`src/region_table_page_fault_translator_top_assert.svh`:
```
// assertion macros shared by the region table translator modules
`ifndef REGION_TABLE_PAGE_FAULT_TRANSLATOR_TOP_ASSERT_SVH
`define REGION_TABLE_PAGE_FAULT_TRANSLATOR_TOP_ASSERT_SVH

// condition holds at every edge outside reset
`define RTPF_ASSERT_ALWAYS(label, cond, msg) \
  label: assert property (@(posedge clk) disable iff (rst) (cond)) else $error(msg);

// antecedent in this cycle implies consequent in the next
`define RTPF_ASSERT_NEXT(label, ante, cons, msg) \
  label: assert property (@(posedge clk) disable iff (rst) (ante) |=> (cons)) else $error(msg);

`endif

```
`src/rtpf_pkg.sv`:
```
// shared types, codes and constants of the region table translator
package rtpf_pkg;

  localparam int DEF_MAX_REGIONS = 16;
  localparam int DEF_ADDR_BITS   = 32;

  localparam int FIELD_W    = 32;
  localparam int MODE_W     = 2;
  localparam int STATUS_W   = 2;
  localparam int PAGE_BITS_W = 5;
  localparam int PADDR_W    = 1;
  localparam int PDATA_W    = 32;

  localparam logic [PAGE_BITS_W-1:0] PAGE_BITS_RESET = 5'd12;
  localparam logic [PADDR_W-1:0]     REG_PAGE_BITS   = 1'b0;

  localparam logic [MODE_W-1:0] MODE_ADD      = 2'd0;
  localparam logic [MODE_W-1:0] MODE_FAULT    = 2'd1;
  localparam int                MODE_ECHO_BIT = 1;

  localparam logic [STATUS_W-1:0] ST_MAPPED = 2'd0;
  localparam logic [STATUS_W-1:0] ST_NO_MAP = 2'd1;
  localparam logic [STATUS_W-1:0] ST_FULL   = 2'd2;
  localparam logic [STATUS_W-1:0] ST_ADDED  = 2'd3;

  typedef enum logic [1:0] {
    S_IDLE,
    S_EXEC,
    S_SCAN,
    S_PUT
  } state_t;

  typedef struct packed {
    logic load;
    logic exec;
    logic scan;
    logic put;
  } cmd_t;

  typedef struct packed {
    logic is_fault;
    logic hit;
    logic scan_done;
    logic out_busy;
  } stat_t;

endpackage

```
`src/rtpf_ctrl.sv`:
```
// controller state machine: sequences load, execute, region scan and result transfer
module rtpf_ctrl (
  input  logic           clk,
  input  logic           rst,
  input  logic           in_valid,
  output logic           in_stall,
  input  rtpf_pkg::stat_t st,
  output rtpf_pkg::cmd_t  cmd
);
  import rtpf_pkg::*;

  state_t state, state_next;

  always_ff @(posedge clk) begin
    if (rst) begin
      state <= S_IDLE;
    end else begin
      state <= state_next;
    end
  end

  always_comb begin
    state_next = state;
    case (state)
      S_IDLE: begin
        if (in_valid) state_next = S_EXEC;
      end
      S_EXEC: begin
        state_next = st.is_fault ? S_SCAN : S_PUT;
      end
      S_SCAN: begin
        if (st.hit || st.scan_done) state_next = S_PUT;
      end
      S_PUT: begin
        if (!st.out_busy) state_next = S_IDLE;
      end
      default: state_next = S_IDLE;
    endcase
  end

  always_comb begin
    cmd      = '0;
    in_stall = 1'b1;
    case (state)
      S_IDLE: begin
        in_stall = 1'b0;
        cmd.load = in_valid;
      end
      S_EXEC: cmd.exec = 1'b1;
      S_SCAN: cmd.scan = 1'b1;
      S_PUT:  cmd.put  = !st.out_busy;
      default: cmd = '0;
    endcase
  end

  `include "region_table_page_fault_translator_top_assert.svh"

  `RTPF_ASSERT_ALWAYS(a_cmd_onehot, $onehot0({cmd.load, cmd.exec, cmd.scan, cmd.put}), "more than one command")
  `RTPF_ASSERT_NEXT(a_hit_to_put, state == S_SCAN && st.hit, state == S_PUT, "hit did not end scan")
  `RTPF_ASSERT_NEXT(a_nonfault_put, state == S_EXEC && !st.is_fault, state == S_PUT, "add or echo went to scan")
  `RTPF_ASSERT_ALWAYS(a_load_idle, !cmd.load || !in_stall, "load while stalled")

endmodule

```
`src/rtpf_datapath.sv`:
```
// datapath: item registers, region memory, first-match scan and output register
module rtpf_datapath #(
  parameter int MAX_REGIONS = rtpf_pkg::DEF_MAX_REGIONS,
  parameter int ADDR_BITS   = rtpf_pkg::DEF_ADDR_BITS
) (
  input  logic                                clk,
  input  logic                                rst,
  input  rtpf_pkg::cmd_t                      cmd,
  output rtpf_pkg::stat_t                     st,
  input  logic [rtpf_pkg::PAGE_BITS_W-1:0]    page_bits,
  input  logic [rtpf_pkg::MODE_W-1:0]         mode,
  input  logic [rtpf_pkg::FIELD_W-1:0]        virt_addr,
  input  logic [rtpf_pkg::FIELD_W-1:0]        phys_addr,
  input  logic [rtpf_pkg::FIELD_W-1:0]        region_size,
  output logic                                out_valid,
  input  logic                                out_stall,
  output logic [rtpf_pkg::STATUS_W-1:0]       status,
  output logic [rtpf_pkg::FIELD_W-1:0]        phys_page,
  output logic [rtpf_pkg::FIELD_W-1:0]        send_base
);
  import rtpf_pkg::*;

  localparam int AW = ADDR_BITS;
  localparam int CW = $clog2(MAX_REGIONS + 1);
  localparam int IW = (MAX_REGIONS > 1) ? $clog2(MAX_REGIONS) : 1;
  localparam logic [CW-1:0] MAX_C = CW'(MAX_REGIONS);
  localparam logic [CW-1:0] ONE_C = CW'(1);
  localparam logic [AW-1:0] ONE_A = AW'(1);

  // item registers, addresses held at the table width
  logic [MODE_W-1:0] mode_q;
  logic [AW-1:0]     va_q, pa_q, sz_q;

  logic [AW+FIELD_W-1:0] va_ext, pa_ext, sz_ext;
  assign va_ext = {{AW{1'b0}}, virt_addr};
  assign pa_ext = {{AW{1'b0}}, phys_addr};
  assign sz_ext = {{AW{1'b0}}, region_size};

  always_ff @(posedge clk) begin
    if (cmd.load) begin
      mode_q <= mode;
      va_q   <= va_ext[AW-1:0];
      pa_q   <= pa_ext[AW-1:0];
      sz_q   <= sz_ext[AW-1:0];
    end
  end

  // region memory
  logic [AW-1:0] mem_start [MAX_REGIONS];
  logic [AW-1:0] mem_end   [MAX_REGIONS];
  logic [AW-1:0] mem_off   [MAX_REGIONS];

  logic [CW-1:0] count, idx;
  logic          rd_valid;
  logic [AW-1:0] rd_start, rd_end, rd_off;

  logic is_echo, is_add, is_fault, full, mem_we, rd_en, hit, scan_done;

  assign is_echo  = mode_q[MODE_ECHO_BIT];
  assign is_add   = !is_echo && (mode_q == MODE_ADD);
  assign is_fault = !is_echo && (mode_q == MODE_FAULT);
  assign full     = (count >= MAX_C);
  assign mem_we   = cmd.exec && is_add && !full;

  assign hit       = rd_valid && (va_q >= rd_start) && (va_q < rd_end);
  assign scan_done = !rd_valid && (idx >= count);
  assign rd_en     = cmd.scan && !hit && (idx < count);

  always_ff @(posedge clk) begin
    if (mem_we) begin
      mem_start[count[IW-1:0]] <= va_q;
      mem_end[count[IW-1:0]]   <= va_q + sz_q;
      mem_off[count[IW-1:0]]   <= pa_q - va_q;
    end
  end

  always_ff @(posedge clk) begin
    if (rd_en) begin
      rd_start <= mem_start[idx[IW-1:0]];
      rd_end   <= mem_end[idx[IW-1:0]];
      rd_off   <= mem_off[idx[IW-1:0]];
    end
  end

  always_ff @(posedge clk) begin
    if (rst) begin
      count    <= '0;
      idx      <= '0;
      rd_valid <= 1'b0;
    end else begin
      if (mem_we) count <= count + ONE_C;
      if (cmd.exec) begin
        idx      <= '0;
        rd_valid <= 1'b0;
      end else if (cmd.scan) begin
        rd_valid <= rd_en;
        if (rd_en) idx <= idx + ONE_C;
      end
    end
  end

  // translated address aligned down to the page
  logic [AW-1:0] low_mask, xlat_page;
  assign low_mask  = (ONE_A << page_bits) - ONE_A;
  assign xlat_page = (va_q + rd_off) & ~low_mask;

  // pending result
  logic [STATUS_W-1:0] res_status;
  logic [AW-1:0]       res_page, res_sbase;

  always_ff @(posedge clk) begin
    if (cmd.exec) begin
      if (is_echo) begin
        res_status <= ST_MAPPED;
        res_page   <= va_q;
        res_sbase  <= '0;
      end else if (is_add) begin
        res_status <= full ? ST_FULL : ST_ADDED;
        res_page   <= '0;
        res_sbase  <= '0;
      end else begin
        res_status <= ST_NO_MAP;
        res_page   <= '0;
        res_sbase  <= va_q;
      end
    end else if (cmd.scan && hit) begin
      res_status <= ST_MAPPED;
      res_page   <= xlat_page;
    end
  end

  // output register
  logic [AW+FIELD_W-1:0] page_ext, sbase_ext;
  assign page_ext  = {{FIELD_W{1'b0}}, res_page};
  assign sbase_ext = {{FIELD_W{1'b0}}, res_sbase};

  always_ff @(posedge clk) begin
    if (rst) begin
      out_valid <= 1'b0;
    end else if (cmd.put) begin
      out_valid <= 1'b1;
    end else if (!out_stall) begin
      out_valid <= 1'b0;
    end
  end

  always_ff @(posedge clk) begin
    if (cmd.put) begin
      status    <= res_status;
      phys_page <= page_ext[FIELD_W-1:0];
      send_base <= sbase_ext[FIELD_W-1:0];
    end
  end

  assign st.is_fault  = is_fault;
  assign st.hit       = hit;
  assign st.scan_done = scan_done;
  assign st.out_busy  = out_valid && out_stall;

  `include "region_table_page_fault_translator_top_assert.svh"

  `RTPF_ASSERT_ALWAYS(a_count_bound, count <= MAX_C, "region count past table depth")
  `RTPF_ASSERT_ALWAYS(a_rd_after_issue, !rd_valid || (idx != '0), "read data without a read")
  `RTPF_ASSERT_ALWAYS(a_put_free, !cmd.put || !(out_valid && out_stall), "result over a waiting one")
  `RTPF_ASSERT_NEXT(a_add_counts, mem_we, count == $past(count) + ONE_C, "add did not bump count")

endmodule

```
`src/region_table_page_fault_translator_top.sv`:
```
// top level of the region table page fault translator
//
//  channel  | direction | handshake            | payload
//  ---------+-----------+----------------------+----------------------------------------
//  in       | input     | in_valid / in_stall  | mode, virt_addr, phys_addr, region_size
//  out      | output    | out_valid / out_stall| status, phys_page, send_base
//  config   | input     | apb psel/penable     | page_bits at byte address 0
//
//  add and page request items pass through the execute and put states to a loaded output register
//  fault items also pass a scan state, which reads one region a cycle from
//  the region memory through its registered read port and stops at the first match
//  the next item is taken once the result sits in the output register, even while
//  that result still waits on out_stall; a stalled output holds the result in place
//  synchronous reset empties the table and sets page_bits to 12, no clearing pass
module region_table_page_fault_translator_top #(
  parameter int MAX_REGIONS = rtpf_pkg::DEF_MAX_REGIONS,
  parameter int ADDR_BITS   = rtpf_pkg::DEF_ADDR_BITS
) (
  input  logic                             clk,
  input  logic                             rst,
  input  logic                             in_valid,
  output logic                             in_stall,
  input  logic [rtpf_pkg::MODE_W-1:0]      mode,
  input  logic [rtpf_pkg::FIELD_W-1:0]     virt_addr,
  input  logic [rtpf_pkg::FIELD_W-1:0]     phys_addr,
  input  logic [rtpf_pkg::FIELD_W-1:0]     region_size,
  output logic                             out_valid,
  input  logic                             out_stall,
  output logic [rtpf_pkg::STATUS_W-1:0]    status,
  output logic [rtpf_pkg::FIELD_W-1:0]     phys_page,
  output logic [rtpf_pkg::FIELD_W-1:0]     send_base,
  input  logic                             psel,
  input  logic                             penable,
  input  logic                             pwrite,
  input  logic [rtpf_pkg::PADDR_W-1:0]     paddr,
  input  logic [rtpf_pkg::PDATA_W-1:0]     pwdata,
  output logic [rtpf_pkg::PDATA_W-1:0]     prdata,
  output logic                             pready
);
  import rtpf_pkg::*;

  logic [PAGE_BITS_W-1:0] page_bits;
  cmd_t  cmd;
  stat_t st;

  assign pready = 1'b1;

  always_ff @(posedge clk) begin
    if (rst) begin
      page_bits <= PAGE_BITS_RESET;
    end else if (psel && penable && pwrite && pready && (paddr == REG_PAGE_BITS)) begin
      page_bits <= pwdata[PAGE_BITS_W-1:0];
    end
  end

  always_comb begin
    prdata = '0;
    if (paddr == REG_PAGE_BITS) prdata[PAGE_BITS_W-1:0] = page_bits;
  end

  rtpf_ctrl u_ctrl (
    .clk      (clk),
    .rst      (rst),
    .in_valid (in_valid),
    .in_stall (in_stall),
    .st       (st),
    .cmd      (cmd)
  );

  rtpf_datapath #(
    .MAX_REGIONS (MAX_REGIONS),
    .ADDR_BITS   (ADDR_BITS)
  ) u_datapath (
    .clk         (clk),
    .rst         (rst),
    .cmd         (cmd),
    .st          (st),
    .page_bits   (page_bits),
    .mode        (mode),
    .virt_addr   (virt_addr),
    .phys_addr   (phys_addr),
    .region_size (region_size),
    .out_valid   (out_valid),
    .out_stall   (out_stall),
    .status      (status),
    .phys_page   (phys_page),
    .send_base   (send_base)
  );

endmodule
```
`config.mk`:
```
export PLATFORM = sky130hd
export DESIGN_NAME = region_table_page_fault_translator_top
export DESIGN_NICKNAME = d
export VERILOG_FILES = /design/src/rtpf_pkg.sv /design/src/rtpf_ctrl.sv /design/src/rtpf_datapath.sv /design/src/region_table_page_fault_translator_top.sv
export VERILOG_INCLUDE_DIRS = /design/src /design/src/src
export SDC_FILE = /design/constraint.sdc
export NUM_CORES = 2
export LEC_CHECK = 0
export BUFFER_PORTS_ARGS = -buffer_cell sky130_fd_sc_hd__buf_2
export CORE_MARGIN = 2
export CORE_UTILIZATION = 50
export CTS_BUF_LIST = sky130_fd_sc_hd__clkbuf_8
export DETAILED_ROUTE_END_ITERATION = 6
export HOLD_SLACK_MARGIN = 0.1
export PLACE_DENSITY = 0.66
export SLEW_MARGIN = 40
export SYNTH_ARGS = -nofsm -noshare
export SYNTH_HDL_FRONTEND = slang
export SYNTH_SLANG_ARGS = --single-unit
export TNS_END_PERCENT = 1
```
`constraint.sdc`:
```
create_clock -name clk -period 13 [get_ports clk]
set_clock_uncertainty 0.1 [all_clocks]
set_input_delay 2.6 -clock clk [delete_from_list [all_inputs] [get_ports clk]]
set_output_delay 2.6 -clock clk [all_outputs]
set_load 0.05 [all_outputs]
```
==> qor.txt <==
post-CTS sizing = 0
largest net degree at the start of global routing = 94
Setup Buffers After CTS = 0
Worst Path Required = 10300 ps
Final Util = 0.5705
most used cell, CP = buf_2
dpl cell area = 80620 sq um
Hold Buf Count CTS = 0
Initial DRC Count = 4404
initial antenna violation count = 10
Crit-path slowest cell = buf_2
Reg2Reg Launch Point = u_ctrl.state[1]
dpl cells = 5913
post-synthesis async set-or-reset flop share = 0
H-tree levels = 5
Critical Path Start = paddr
first-pass GRT wire length = 277100 microns
post-layout instance count excluding filler cells = 6463
final setup violation count = 0
Critical Path AT = 3100 ps
hold_sp = u_datapath.res_page[10]
CP Launch Type = input pin
hpwl dp = 109300 microns
Nets = 4519
max cap viols = 0
core area = 151400 sq um
Avg Synthesized Cell Area = 20.41 sq um
setup TNS = 0 ps
worst min-delay path category = reg -> reg
slowest stage delay, CP = 270 ps
post-route cell area = 86360 sq um
Worst-Skew Late Latency = 1010 ps
Root Buffer = clkbuf_8
Final ANT Viol Nets = 0
vias in the first global route = 39620
port bufs = 183
PwrDens = 183.4 nW/um^2
max-slew violation total from the final report = 0
die area = 155100 sq um
Worst VDD drop = 0.1208 mV
Post-Syn Instances = 3724
gpl congestion = 0.9134
io pins = 239
outcome = complete, but fails checks
CTS clk-pin slew, worst paths = 60 ps
Vias per Instance = 6.115
R2R setup slack = 7950 ps
row count = 143
worst slew pin tran = 903.9 ps
Design Power = 15.84 mW
number of CTS-inserted buffers = 319
final WL = 193500 microns
Slew HR = 0.3974
final global-route overflow total = 0
Total Routing Usage GR = 0.2493
CP Cell Sequence = buf_2 -> nor2b_1 -> buf_2
area of the mapped netlist = 75990 sq um
CTS tree = yes
WL/cell = 29.93 microns
Post-synth EDFFs = 1862
RSZ-0062 raised after global routing = no
Yosys cell types = 81
Crit Path Max Fanout = 6
min cycle time layout = 5796 ps
Main synth FF type = edfxtp_1
final period utilization = 0.4458
via total after detailed routing = 39520
die span in y = 393.9 microns
buffer and inverter count on the worst path = 2
Layout area overhead = 13.64%
Setup CP Type = in -> out
Die Span X = 393.9 microns
starting density of the core = 0.5020
Ys Warns = 0
FF+latch count, synth = 1881
CP top delay family = buffers and inverters
Hold Fails Final Rpt = 0
Max Buffers Root-to-Sink = 4
LEAKAGE = 28.44 nW
fmax = 172.5 MHz
proportion of layout cells with a drive suffix above 1 = 0.2826
Pre-Repair DR Iteration Count = 7
# DRC = 16
Setup crit end kind = output pin
clk sinks = 1881
failing checks = DRC
sequential share of the synthesized area = 0.7408
==> layer usage <==
| metal | global-route usage | wire length (microns) | vias to the layer above |
|---|---|---|---|
| met5 | 0 | 34 | - |
| met4 | 0.06596 | 3925 | 4 |
| met3 | 0.05064 | 17690 | 297 |
| met2 | 0.3944 | 92820 | 2055 |
| met1 | 0.3579 | 78990 | 20790 |
| li1 | - | - | 16380 |
==> worst register-to-register path, cell delays in order (launching register included) <==
cell and delay [ps]:
dfxtp_1 350, inv_1 150, ha_4 580, nand2b_1 510
nor3_2 510, nand2_1 360, nor2_4 710, buf_6 670
buf_6 680
==> final timing paths <==
check | endpoint | cells after the start
worst max register to register | u_datapath.mem_off[14][21] | 8
worst min-delay path | u_datapath.phys_page[10] | 0
worst min register to register | u_datapath.phys_page[10] | 0
worst max-delay path | prdata[1] | 3
==> flip-flops by register name (all words and copies together), names as in the netlist, 32 cells and up <==
register,count
u_datapath.mem_off,512
u_datapath.rd_start,32
u_datapath.res_page,32
u_datapath.rd_end,32
u_datapath.pa_q,32
u_datapath.mem_end,512
u_datapath.va_q,32
u_datapath.sz_q,32
u_datapath.res_sbase,32
u_datapath.send_base,32
u_datapath.phys_page,32
u_datapath.rd_off,32
u_datapath.mem_start,512
==> cells in the final DEF (no fill, tap or decap), types with 8 or more instances in the layout <==
master,count
edfxtp_1,1862
mux4_2,480
clkbuf_8,333
inv_1,239
buf_2,183
ha_1,171
a21oi_1,100
nand2_1,92
nor2_1,83
o21ai_0,80
buf_4,76
clkinv_1,74
a21o_1,49
nor3_1,44
conb_1,28
nor2b_1,27
xnor2_1,27
nand3_1,26
xnor2_2,26
buf_6,20
a211oi_1,19
a31oi_1,19
nand2b_1,18
clkinv_2,17
nand4_1,16
dfxtp_1,15
o21a_1,14
xor2_2,14
mux2i_1,14
buf_12,14
o211ai_1,12
and3_1,12
a32o_1,12
nor2_4,12
or3_1,11
buf_16,11
xor2_1,10
a22o_1,9
bufinv_16,8
==> cells in the mapped netlist (all sizes together), types with 5 or more instances <==
cell type,count,share of area
edfxtp,1862,0.74
mux4,480,0.14
ha,172,0.028
inv,132,0.0065
a21oi,105,0.0070
clkbuf,100,0.0050
nor2,100,0.0049
nand2,92,0.0045
o21ai,86,0.0057
buf,72,0.0052
xnor2,53,0.0061
a21o,50,0.0050
nor3,49,0.0032
nor2b,27,0.0022
nand3,26,0.0017
xor2,24,0.0028
a211oi,19,0.0019
a31oi,19,0.0016
dfxtp,19,0.0050
nand2b,18,0.0015
nand4,16,0.0013
mux2i,14,0.0018
o21a,14,0.0014
and3,13,0.0011
or3,13,0.0012
a32o,12,0.0016
o211ai,12,0.0012
a22o,9,0.0010
a21boi,7,0.00069
a2111oi,6,0.00077
and2,6,0.00049
nand4b,6,0.00069
o311ai,6,0.00069
or2,6,0.00049
a221oi,5,0.00058
o21bai,5,0.00049
==> cells by family after synthesis <==
family | after synthesis | share of synthesized area
DFF | 1881 | 0.7408
muxes | 494 | 0.1441
xor gates and xnor gates | 77 | 0.008875
buffers and inverters | 305 | 0.01676
and+or+nand+nor | 387 | 0.02498
other | 2 | 0.00009883
adders and majority gates | 175 | 0.02911
AOI/OAI and AO/OA | 403 | 0.03530
==> area by class of cell <==
cell class	instances	area, sq um
diodes	2	5.005
flip-flops and latches	1881	56310
repair buffers	307	2340
multi-input cells	1564	19020
well taps	2030	2540
clock buffers	333	4583
clock inverters	213	1069
fillers	11230	65010
inverters	133	499.2
==> through the flow <==
| step | hold WS, ps | setup slack, ps |
|---|---|---|
| after floorplan | 300.3 | 3345 |
| after global placement | 304.7 | 7191 |
| after detailed placement | 304.5 | 7204 |
| after CTS | 316.5 | 7203 |
| after global routing | 321.5 | 7157 |
| final | 316.2 | 7204 |
==> report_power, final <==
part	internal, mW	leakage [nW]	switching [mW]
clock	2.51	3.28	2.29
sequential	7.99	17.0	0.109
combinational	0.798	8.17	2.14
Power figures use the tool's default switching activity.
